File: config.mk
export PLATFORM = sky130hd
export DESIGN_NAME = deadline_timeout_table_top
export DESIGN_NICKNAME = d
export VERILOG_FILES = /design/src/hw/rtl/dtt_pkg.sv /design/src/hw/rtl/deadline_timeout_table_top.sv /design/src/hw/rtl/dtt_ctrl.sv /design/src/hw/rtl/dtt_datapath.sv
export SDC_FILE = /design/constraint.sdc
export NUM_CORES = 2
export LEC_CHECK = 0
export BUFFER_PORTS_ARGS = -buffer_cell sky130_fd_sc_hd__buf_2
export CORE_ASPECT_RATIO = 1.25
export CORE_MARGIN = 4
export CORE_UTILIZATION = 56
export CTS_BUF_LIST = sky130_fd_sc_hd__clkbuf_4 sky130_fd_sc_hd__clkbuf_8
export DETAILED_ROUTE_END_ITERATION = 6
export PLACE_DENSITY = 0.74
export SLEW_MARGIN = 5
export SYNTH_ARGS = -nofsm -noshare
export SYNTH_HDL_FRONTEND = slang
export SYNTH_HIERARCHICAL = 1
export SYNTH_SLANG_ARGS = --single-unit
File: constraint.sdc
create_clock -name i_clk -period 15.55 [get_ports i_clk]
set_input_delay 1.555 -clock i_clk [delete_from_list [all_inputs] [get_ports i_clk]]
set_output_delay 1.555 -clock i_clk [all_outputs]
set_load 0.1 [all_outputs]
File: src/hw/rtl/dtt_pkg.sv
// shared types and constants for the deadline timeout table
// payload structs, mode and register codes, controller command and status
`timescale 1ns / 1ps
`default_nettype none

package dtt_pkg;

    localparam logic [1:0] MODE_START  = 2'd0;
    localparam logic [1:0] MODE_REMOVE = 2'd1;
    localparam logic [1:0] MODE_PAINT  = 2'd2;
    localparam logic [1:0] MODE_TICK   = 2'd3;

    localparam logic CFG_DEFAULT_TIMEOUT = 1'b0;
    localparam logic CFG_MIN_PAINT_WAIT  = 1'b1;

    localparam logic [31:0] DEFAULT_TIMEOUT_RST = 32'd5000;
    localparam logic [31:0] MIN_PAINT_WAIT_RST  = 32'd1000;

    typedef struct packed {
        logic [1:0]  mode;
        logic [15:0] page_id;
        logic [47:0] now_ms;
        logic [31:0] paint_ms;
        logic        main_frame_current;
    } t_in;

    typedef struct packed {
        logic        expired_valid;
        logic [15:0] expired_page_id;
        logic        last;
        logic        status;
        logic        next_valid;
        logic [47:0] next_deadline_ms;
    } t_out;

    typedef enum logic [1:0] {
        SCAN_FIND   = 2'd0,
        SCAN_COUNT  = 2'd1,
        SCAN_SELECT = 2'd2
    } t_scan_kind;

    typedef struct packed {
        logic       capture;
        logic       scan_go;
        logic       scan_run;
        t_scan_kind kind;
        logic       apply;
        logic       emit_hit;
        logic       emit_none;
    } t_ctl_cmd;

    typedef struct packed {
        logic scan_done;
        logic cnt_zero;
        logic cnt_last;
        logic out_free;
    } t_ctl_sts;

endpackage

`default_nettype wire

File: src/hw/rtl/deadline_timeout_table_top.sv
// deadline timeout table, top level: controller plus datapath; uses dtt_pkg
// one item at a time; each slot scan reads one entry per cycle
// with no expiry the result is loaded after the find scan, the apply step and the count scan
// with n expired entries the k-th result is loaded after k select scans that follow the count scan
// next item is taken in the cycle after the last result is loaded; output stalls delay each result
// synchronous active-low reset clears valid bits, control and status flags and loads the config defaults
`timescale 1ns / 1ps
`default_nettype none

module deadline_timeout_table_top
    import dtt_pkg::*;
#(
    parameter int DEPTH = 16
) (
    input  wire logic        i_clk,
    input  wire logic        i_rst_n,
    input  wire logic        i_valid,
    output logic             o_stall,
    input  wire t_in         i_data,
    output logic             o_valid,
    input  wire logic        i_stall,
    output t_out             o_data,
    input  wire logic        i_cfg_we,
    input  wire logic        i_cfg_index,
    input  wire logic [31:0] i_cfg_data
);

    t_ctl_cmd w_cmd;
    t_ctl_sts w_sts;

    dtt_ctrl u_ctrl (
        .i_clk   (i_clk),
        .i_rst_n (i_rst_n),
        .i_valid (i_valid),
        .o_stall (o_stall),
        .i_sts   (w_sts),
        .o_cmd   (w_cmd)
    );

    dtt_datapath #(
        .DEPTH (DEPTH)
    ) u_datapath (
        .i_clk       (i_clk),
        .i_rst_n     (i_rst_n),
        .i_cmd       (w_cmd),
        .o_sts       (w_sts),
        .i_data      (i_data),
        .i_cfg_we    (i_cfg_we),
        .i_cfg_index (i_cfg_index),
        .i_cfg_data  (i_cfg_data),
        .o_valid     (o_valid),
        .i_stall     (i_stall),
        .o_data      (o_data)
    );

endmodule

`default_nettype wire

File: src/hw/rtl/dtt_ctrl.sv
// controller state machine for the deadline timeout table
// sequences lookup, update, expiry count and ordered expiry; uses dtt_pkg
`timescale 1ns / 1ps
`default_nettype none

module dtt_ctrl
    import dtt_pkg::*;
(
    input  wire logic     i_clk,
    input  wire logic     i_rst_n,
    input  wire logic     i_valid,
    output logic          o_stall,
    input  wire t_ctl_sts i_sts,
    output t_ctl_cmd      o_cmd
);

    typedef enum logic [6:0] {
        S_IDLE   = 7'b0000001,
        S_FIND   = 7'b0000010,
        S_APPLY  = 7'b0000100,
        S_COUNT  = 7'b0001000,
        S_SELECT = 7'b0010000,
        S_EMIT   = 7'b0100000,
        S_NONE   = 7'b1000000
    } t_state;

    t_state r_state;
    t_state n_state;

    assign o_stall = (r_state != S_IDLE);

    always_comb begin
        n_state = r_state;
        o_cmd   = '0;
        o_cmd.kind = SCAN_FIND;
        case (r_state)
            S_IDLE: begin
                if (i_valid) begin
                    o_cmd.capture = 1'b1;
                    o_cmd.scan_go = 1'b1;
                    n_state = S_FIND;
                end
            end
            S_FIND: begin
                o_cmd.scan_run = 1'b1;
                if (i_sts.scan_done) begin
                    n_state = S_APPLY;
                end
            end
            S_APPLY: begin
                o_cmd.apply   = 1'b1;
                o_cmd.scan_go = 1'b1;
                o_cmd.kind    = SCAN_COUNT;
                n_state = S_COUNT;
            end
            S_COUNT: begin
                o_cmd.scan_run = 1'b1;
                o_cmd.kind     = SCAN_COUNT;
                if (i_sts.scan_done) begin
                    if (i_sts.cnt_zero) begin
                        n_state = S_NONE;
                    end else begin
                        o_cmd.scan_go  = 1'b1;
                        o_cmd.scan_run = 1'b0;
                        o_cmd.kind     = SCAN_SELECT;
                        n_state = S_SELECT;
                    end
                end
            end
            S_SELECT: begin
                o_cmd.scan_run = 1'b1;
                o_cmd.kind     = SCAN_SELECT;
                if (i_sts.scan_done) begin
                    n_state = S_EMIT;
                end
            end
            S_EMIT: begin
                o_cmd.kind = SCAN_SELECT;
                if (i_sts.out_free) begin
                    o_cmd.emit_hit = 1'b1;
                    if (i_sts.cnt_last) begin
                        n_state = S_IDLE;
                    end else begin
                        o_cmd.scan_go = 1'b1;
                        n_state = S_SELECT;
                    end
                end
            end
            S_NONE: begin
                if (i_sts.out_free) begin
                    o_cmd.emit_none = 1'b1;
                    n_state = S_IDLE;
                end
            end
            default: begin
                n_state = S_IDLE;
            end
        endcase
    end

    always_ff @(posedge i_clk) begin
        if (!i_rst_n) begin
            r_state <= S_IDLE;
        end else begin
            r_state <= n_state;
        end
    end

endmodule

`default_nettype wire

File: src/hw/rtl/dtt_datapath.sv
// datapath for the deadline timeout table: entry memory, valid bits,
// slot scanner, deadline arithmetic and output register; uses dtt_pkg
`timescale 1ns / 1ps
`default_nettype none

module dtt_datapath
    import dtt_pkg::*;
#(
    parameter int DEPTH = 16
) (
    input  wire logic        i_clk,
    input  wire logic        i_rst_n,
    input  wire t_ctl_cmd    i_cmd,
    output t_ctl_sts         o_sts,
    input  wire t_in         i_data,
    input  wire logic        i_cfg_we,
    input  wire logic        i_cfg_index,
    input  wire logic [31:0] i_cfg_data,
    output logic             o_valid,
    input  wire logic        i_stall,
    output t_out             o_data
);

    localparam int AW = (DEPTH > 1) ? $clog2(DEPTH) : 1;
    localparam int CW = $clog2(DEPTH + 1);
    localparam logic [CW-1:0] LAST_ADDR = CW'(DEPTH);

    typedef struct packed {
        logic [15:0] id;
        logic [47:0] deadline;
    } t_entry;

    function automatic logic [47:0] sat_add(input logic [47:0] a, input logic [31:0] b);
        logic [48:0] s;
        s = {1'b0, a} + {17'b0, b};
        return s[48] ? 48'hFFFF_FFFF_FFFF : s[47:0];
    endfunction

    t_in             r_item;
    logic [31:0]     r_default;
    logic [31:0]     r_min_wait;
    logic [DEPTH-1:0] r_valid;
    t_entry          r_mem [DEPTH];
    t_entry          r_rd;
    logic [CW-1:0]   r_scan_addr;
    logic            r_scan_live;
    logic [AW-1:0]   r_scan_slot;
    logic            r_hit;
    logic [AW-1:0]   r_hit_slot;
    logic [47:0]     r_hit_dl;
    logic            r_free_ok;
    logic [AW-1:0]   r_free_slot;
    logic [CW-1:0]   r_cnt;
    logic            r_nv;
    logic [47:0]     r_ndl;
    logic            r_sel;
    logic [AW-1:0]   r_sel_slot;
    logic [47:0]     r_sel_dl;
    logic [15:0]     r_sel_id;
    logic            r_status;
    logic            r_out_valid;
    t_out            r_out;

    logic            w_v;
    logic            w_due;
    logic [31:0]     w_wait;
    logic [47:0]     w_when;
    logic [47:0]     w_def_dl;
    logic            w_ins_ok;
    logic [AW-1:0]   w_ins_slot;
    logic            w_upd;
    logic            w_we;
    logic [AW-1:0]   w_waddr;
    t_entry          w_wdata;
    logic            w_out_free;

    assign w_v   = r_valid[r_scan_slot];
    assign w_due = (r_rd.deadline <= r_item.now_ms);

    assign w_wait   = (r_item.paint_ms > r_min_wait) ? r_item.paint_ms : r_min_wait;
    assign w_when   = sat_add(r_item.now_ms, w_wait);
    assign w_def_dl = sat_add(r_item.now_ms, r_default);

    // lowest free slot once the old entry for the id is gone
    always_comb begin
        w_ins_ok   = r_hit || r_free_ok;
        w_ins_slot = r_free_slot;
        if (r_hit && (!r_free_ok || (r_hit_slot < r_free_slot))) begin
            w_ins_slot = r_hit_slot;
        end
    end

    assign w_upd = r_item.main_frame_current && r_hit && (w_when < r_hit_dl);

    always_comb begin
        w_we    = 1'b0;
        w_waddr = w_ins_slot;
        w_wdata.id       = r_item.page_id;
        w_wdata.deadline = w_def_dl;
        if (i_cmd.apply) begin
            if (r_item.mode == MODE_START) begin
                w_we = w_ins_ok;
            end else if (r_item.mode == MODE_PAINT) begin
                w_we    = w_upd;
                w_waddr = r_hit_slot;
                w_wdata.deadline = w_when;
            end
        end
    end

    always_ff @(posedge i_clk) begin
        if (w_we) begin
            r_mem[w_waddr] <= w_wdata;
        end
        if (i_cmd.scan_run && (r_scan_addr < LAST_ADDR)) begin
            r_rd <= r_mem[r_scan_addr[AW-1:0]];
        end
    end

    always_ff @(posedge i_clk) begin
        if (i_cmd.capture) begin
            r_item <= i_data;
        end
    end

    always_ff @(posedge i_clk) begin
        if (!i_rst_n) begin
            r_default  <= DEFAULT_TIMEOUT_RST;
            r_min_wait <= MIN_PAINT_WAIT_RST;
        end else if (i_cfg_we) begin
            case (i_cfg_index)
                CFG_DEFAULT_TIMEOUT: r_default  <= i_cfg_data;
                CFG_MIN_PAINT_WAIT:  r_min_wait <= i_cfg_data;
                default: ;
            endcase
        end
    end

    always_ff @(posedge i_clk) begin
        if (!i_rst_n) begin
            r_valid <= '0;
        end else begin
            if (i_cmd.apply) begin
                if ((r_item.mode inside {MODE_START, MODE_REMOVE}) && r_hit) begin
                    r_valid[r_hit_slot] <= 1'b0;
                end
                if ((r_item.mode == MODE_START) && w_ins_ok) begin
                    r_valid[w_ins_slot] <= 1'b1;
                end
            end
            if (i_cmd.emit_hit) begin
                r_valid[r_sel_slot] <= 1'b0;
            end
        end
    end

    // slot scanner: one read issued per cycle, compared in the cycle after on the registered entry
    always_ff @(posedge i_clk) begin
        if (!i_rst_n) begin
            r_scan_addr <= LAST_ADDR;
            r_scan_live <= 1'b0;
        end else if (i_cmd.scan_go) begin
            r_scan_addr <= '0;
            r_scan_live <= 1'b0;
        end else if (i_cmd.scan_run) begin
            if (r_scan_addr < LAST_ADDR) begin
                r_scan_addr <= r_scan_addr + CW'(1);
                r_scan_live <= 1'b1;
            end else begin
                r_scan_live <= 1'b0;
            end
        end
    end

    always_ff @(posedge i_clk) begin
        if (i_cmd.scan_run && (r_scan_addr < LAST_ADDR)) begin
            r_scan_slot <= r_scan_addr[AW-1:0];
        end
    end

    always_ff @(posedge i_clk) begin
        if (!i_rst_n) begin
            r_hit     <= 1'b0;
            r_free_ok <= 1'b0;
            r_cnt     <= '0;
            r_nv      <= 1'b0;
            r_sel     <= 1'b0;
        end else if (i_cmd.scan_go) begin
            case (i_cmd.kind)
                SCAN_FIND: begin
                    r_hit     <= 1'b0;
                    r_free_ok <= 1'b0;
                end
                SCAN_COUNT: begin
                    r_cnt <= '0;
                    r_nv  <= 1'b0;
                end
                SCAN_SELECT: begin
                    r_sel <= 1'b0;
                end
                default: ;
            endcase
            if (i_cmd.emit_hit) begin
                r_cnt <= r_cnt - CW'(1);
            end
        end else begin
            if (i_cmd.emit_hit) begin
                r_cnt <= r_cnt - CW'(1);
            end
            if (i_cmd.scan_run && r_scan_live) begin
                case (i_cmd.kind)
                    SCAN_FIND: begin
                        if (w_v && (r_rd.id == r_item.page_id)) begin
                            r_hit      <= 1'b1;
                            r_hit_slot <= r_scan_slot;
                            r_hit_dl   <= r_rd.deadline;
                        end
                        if (!w_v && !r_free_ok) begin
                            r_free_ok   <= 1'b1;
                            r_free_slot <= r_scan_slot;
                        end
                    end
                    SCAN_COUNT: begin
                        if (w_v && w_due) begin
                            r_cnt <= r_cnt + CW'(1);
                        end else if (w_v && (!r_nv || (r_rd.deadline < r_ndl))) begin
                            r_nv  <= 1'b1;
                            r_ndl <= r_rd.deadline;
                        end
                    end
                    SCAN_SELECT: begin
                        if (w_v && w_due && (!r_sel || (r_rd.deadline < r_sel_dl))) begin
                            r_sel      <= 1'b1;
                            r_sel_slot <= r_scan_slot;
                            r_sel_dl   <= r_rd.deadline;
                            r_sel_id   <= r_rd.id;
                        end
                    end
                    default: ;
                endcase
            end
        end
    end

    always_ff @(posedge i_clk) begin
        if (!i_rst_n) begin
            r_status <= 1'b0;
        end else if (i_cmd.capture) begin
            r_status <= 1'b0;
        end else if (i_cmd.apply && (r_item.mode == MODE_START) && !w_ins_ok) begin
            r_status <= 1'b1;
        end
    end

    assign w_out_free = !r_out_valid || !i_stall;

    always_ff @(posedge i_clk) begin
        if (!i_rst_n) begin
            r_out_valid <= 1'b0;
        end else if (i_cmd.emit_hit || i_cmd.emit_none) begin
            r_out_valid <= 1'b1;
        end else if (!i_stall) begin
            r_out_valid <= 1'b0;
        end
    end

    always_ff @(posedge i_clk) begin
        if (i_cmd.emit_hit || i_cmd.emit_none) begin
            r_out.expired_valid    <= i_cmd.emit_hit;
            r_out.expired_page_id  <= i_cmd.emit_hit ? r_sel_id : 16'd0;
            r_out.last             <= i_cmd.emit_none || (r_cnt == CW'(1));
            r_out.status           <= r_status;
            r_out.next_valid       <= r_nv;
            r_out.next_deadline_ms <= r_nv ? r_ndl : 48'd0;
        end
    end

    assign o_valid = r_out_valid;
    assign o_data  = r_out;

    assign o_sts.scan_done = (r_scan_addr == LAST_ADDR) && !r_scan_live;
    assign o_sts.cnt_zero  = (r_cnt == '0);
    assign o_sts.cnt_last  = (r_cnt == CW'(1));
    assign o_sts.out_free  = w_out_free;

endmodule

`default_nettype wire
==> results.md <==
| Item | This run | Unit |
|:---|:---|:---|
| Cts hold-fix bufs | 0 | - |
| Critical path's slowest cell | nor2_4 | - |
| Sequential cell area fraction in the yosys report | 0.6730 | - |
| Relative slew margins | 0.05830 | - |
| Number of distinct library cell variants in the gate-level netlist after synthesis | 97 | - |
| Number of flops mapped to enable cells by yosys | 1431 | - |
| Result of the run | finished with violations | - |
| Wirelength per Cell | 25.67 | microns |
| Required arrival time at the worst endpoint | 16.06 | ns |
| Number of standard-cell rows in the floorplan | 141 | - |
| Peak fanout along the critical path | 47 | - |
| Standard cell core area | 0.1184 | sq mm |
| Width of the die | 317.3 | microns |
| Switching power as a share of total power | 0.2526 | - |
| Via-to-Cell Ratio | 6.093 | - |
| P_int | 6.863 | mW |
| Ports | 207 | - |
| Clock Root Buffer | clkbuf_8 | - |
| Final Hold Vio Count | 0 | - |
| Highest attainable clock frequency | 99.34 | MHz |
| Number of input and output port buffers inserted | 206 | - |
| Iteration count of the initial detailed-routing pass | 7 | - |
| Gpl congestion | 0.9594 | - |
| Crit. End Element | flip-flop | - |
| Critical setup path kind | flip-flop to flip-flop | - |
| Final setup violation count | 0 | - |
| Largest net degree at the start of global routing | 138 | - |
| Leading cell type by number of instances after synthesis | edfxtp_1 | - |
| Maximum buffer depth of the clock tree | 3 | - |
| Number of antenna violations at the first check in global routing | 3 | - |
| Post-detailed-placement half-perimeter wirelength | 101.9 | mm |
| CTS H-tree depth | 4 | - |
| Part of the power in registers | 0.523 | - |
| Number of nets still failing antenna checks after routing | 0 | - |
| Cell type contributing the most total cell area after synthesis | edfxtp_1 | - |
| Primary flip-flop cell chosen by synthesis mapping | edfxtp_1 | - |
| Startpoint class of the critical path | flip-flop | - |
| Largest stage delay, worst path | 1.03 | ns |
| DIE HEIGHT | 394.6 | microns |
| Combined area of all synthesized cells | 0.06695 | sq mm |
| Largest voltage drop on the vdd net | 0.00009305 | V |
| Avg Cell Area, Syn | 16.34 | sq um |
| TritonCTS Sinks | 1535 | - |
| Clock-pin slew on the worst setup and hold paths | 0.07 | ns |
| Share of synthesized registers carrying an async set or reset | 0 | - |
| Layout cells sized above 1 | 0.2323 | - |
| Max-Cap Viols | 0 | - |
| Flop and latch count out of synthesis | 1535 | - |
| Power per standard cell area | 122.9 | mW/mm^2 |
| Data arrival, critical path | 10.58 | ns |
| Overall die area | 0.1252 | sq mm |
| Clock share of power | 0.356 | - |
| Slew of the pin with the lowest slew margin | 1.373 | ns |
| Leakage power total | 26.20 | nW |
| GRT overflow | 0 | - |
| Count of yosys warnings during synthesis | 6 | - |
| Gates resized, CTS repair | 0 | - |
| Final total negative setup slack | 0 | ns |
| Area fraction of the dominant cell type after synthesis | 0.6419 | - |
| Most common cell type on the critical path | a21o_1 | - |
| Net switching power | 2.320 | mW |
| Unrepaired setup endpoints after global routing | no | - |
| Setup Fix Bufs, Post-CTS | 0 | - |
| Routed vias | 37890 | - |
| Wire length of the first global-routing pass | 239.1 | mm |
| Net total in the final layout | 4888 | - |
| Number of design-rule violations left by the first detailed-router iteration | 3655 | - |
| Clock tree from TritonCTS | yes | - |
| Fraction of the cycle the final worst path needs | 0.6473 | - |
| Cell types with the largest area share after synthesis | edfxtp_1 64%, mux4_2 11%, ha_1 5.5%, dfxtp_1 3.1%, a21oi_1 1.6% | - |
| Clock insertion delay at the later pin of the skew report | 0.93 | ns |
| Failing checks | design-rule violations | - |
| Post-route clock skew | 0.05491 | ns |
| Total power of the final layout | 9.182 | mW |
| Hold Crit Class | flip-flop to flip-flop | - |
| Wire length after detailed routing | 159.6 | mm |
| Number of nets in the synthesized netlist | 4531 | - |
| Starting density of the core | 0.5655 | - |
| Number of slew-limit violations in the final report | 0 | - |
| Global-route total usage across every layer | 0.2571 | - |
| Commonest cells in the netlist | 1431 x edfxtp_1, 325 x mux4_2, 295 x ha_1 | - |
| Area added between synthesis and finish | 11.64 | % |
| Post-route DRC violation count | 1 | - |
| Logic pwr share | 0.121 | - |
| Cell count after synthesis | 4097 | - |
| Minimum period implied by the final worst setup slack | 10.07 | ns |
| Number of global-route vias before repair | 38410 | - |
| Num CTS Buffers | 222 | - |
==> kinds of logic after synthesis <==
logic type / after synthesis / share of synthesized area
flip-flops: 1535 / 0.6730
AND/OR/NAND/NOR: 752 / 0.05590
AO/OA/AOI/OAI: 635 / 0.06233
buffers and inverters: 418 / 0.02443
multiplexers: 373 / 0.1172
adder cells (fa/ha/maj): 297 / 0.05573
XOR/XNOR: 87 / 0.01138
==> stage by stage <==
step | cells | instance area [sq um] | util | hold slack, ns | setup slack, ns
6_report | 6219 | 74740 | 0.6313 | 0.4605 | 5.484
5_1_grt | 6219 | 74740 | 0.6313 | 0.4776 | 4.894
4_1_cts | 6213 | 74680 | 0.6308 | 0.4633 | 5.571
3_5_place_dp | 5798 | 70090 | 0.5921 | 0.4495 | 5.634
3_3_place_gp | 5798 | 70090 | 0.5921 | 0.4446 | 5.713
2_1_floorplan | 4097 | 66950 | - | 0.4064 | 6.161
==> final cells by class <==
type / count / area, sq um
Multi-Input combinational cell: 2144 / 20470
Inverter: 269 / 1013
Fill cell: 8337 / 43640
Timing Repair Buffer: 282 / 1627
Antenna cell: 1 / 2.502
Sequential cell: 1535 / 45070
Tap cell: 1573 / 1968
Clock inverter: 114 / 859.6
Clock buffer: 301 / 3724
==> registers in the layout, indices dropped and copies added (netlist names), 4 cells and up <==
name / count
u_datapath/r_mem: 1024
u_datapath/r_item: 99
u_datapath/o_data: 68
u_datapath/r_rd: 64
u_datapath/r_hit_dl: 48
u_datapath/r_ndl: 48
u_datapath/r_sel_dl: 48
u_datapath/r_default: 32
u_datapath/r_min_wait: 32
u_datapath/r_sel_id: 16
u_datapath/r_valid: 16
u_ctrl/r_state: 7
u_datapath/r_cnt: 5
u_datapath/r_scan_addr: 5
u_datapath/r_free_slot: 4
u_datapath/r_hit_slot: 4
u_datapath/r_scan_slot: 4
u_datapath/r_sel_slot: 4
==> cell usage in the layout, fill, tap and decap left out, drive strengths merged, types with 116 or more instances in the layout <==
master,synthesis,layout
buf,54,281
nand2,280,280
ha,295,295
edfxtp,1431,1431
a21oi,218,218
nor2,119,119
inv,269,272
mux4,325,325
clkbuf,95,302
o21ai,116,116
==> worst max-delay path, delay by kind of cell (launching register included) <==
kind | cells | cell delay (ns)
mux | 1 | 0.40
buf+inv | 3 | 1.47
compound gates | 18 | 4.52
flops | 1 | 0.39
simple gates | 6 | 1.75
fa+ha+maj | 3 | 1.03
==> power by group through the flow <==
stage	Combinational [mW]	Sequential, mW	Clock [mW]
finish	1.11	4.80	3.27
CTS	1.09	4.80	3.34
global placement	1.06	4.89	0
global route	1.22	4.81	3.55
floorplan	0.735	4.85	0
detailed placement	1.09	4.89	0
==> per-layer routing <==
metal,global-route usage,up-vias,wire [microns]
met5,0,-,0
met4,0.1008,0,6177
met3,0.04427,291,12030
met2,0.4186,1616,78340
met1,0.3492,19190,63070
li1,-,16800,-
==> final timing paths <==
path                                                        from                           endpoint  slack, ns  cells past startpoint
worst max-delay path             u_datapath/r_item[19]$_DFFE_PP_  u_datapath/r_mem[1][62]$_DFFE_PP_       5.48                     31
worst min-delay path            u_datapath/r_status$_SDFFE_PP0P_    u_datapath/o_data[49]$_DFFE_PP_       0.46                      0
worst max register to register   u_datapath/r_item[19]$_DFFE_PP_  u_datapath/r_mem[1][62]$_DFFE_PP_       5.48                     31
worst min register to register  u_datapath/r_status$_SDFFE_PP0P_    u_datapath/o_data[49]$_DFFE_PP_       0.46                      0
Power figures use the tool's default switching activity.
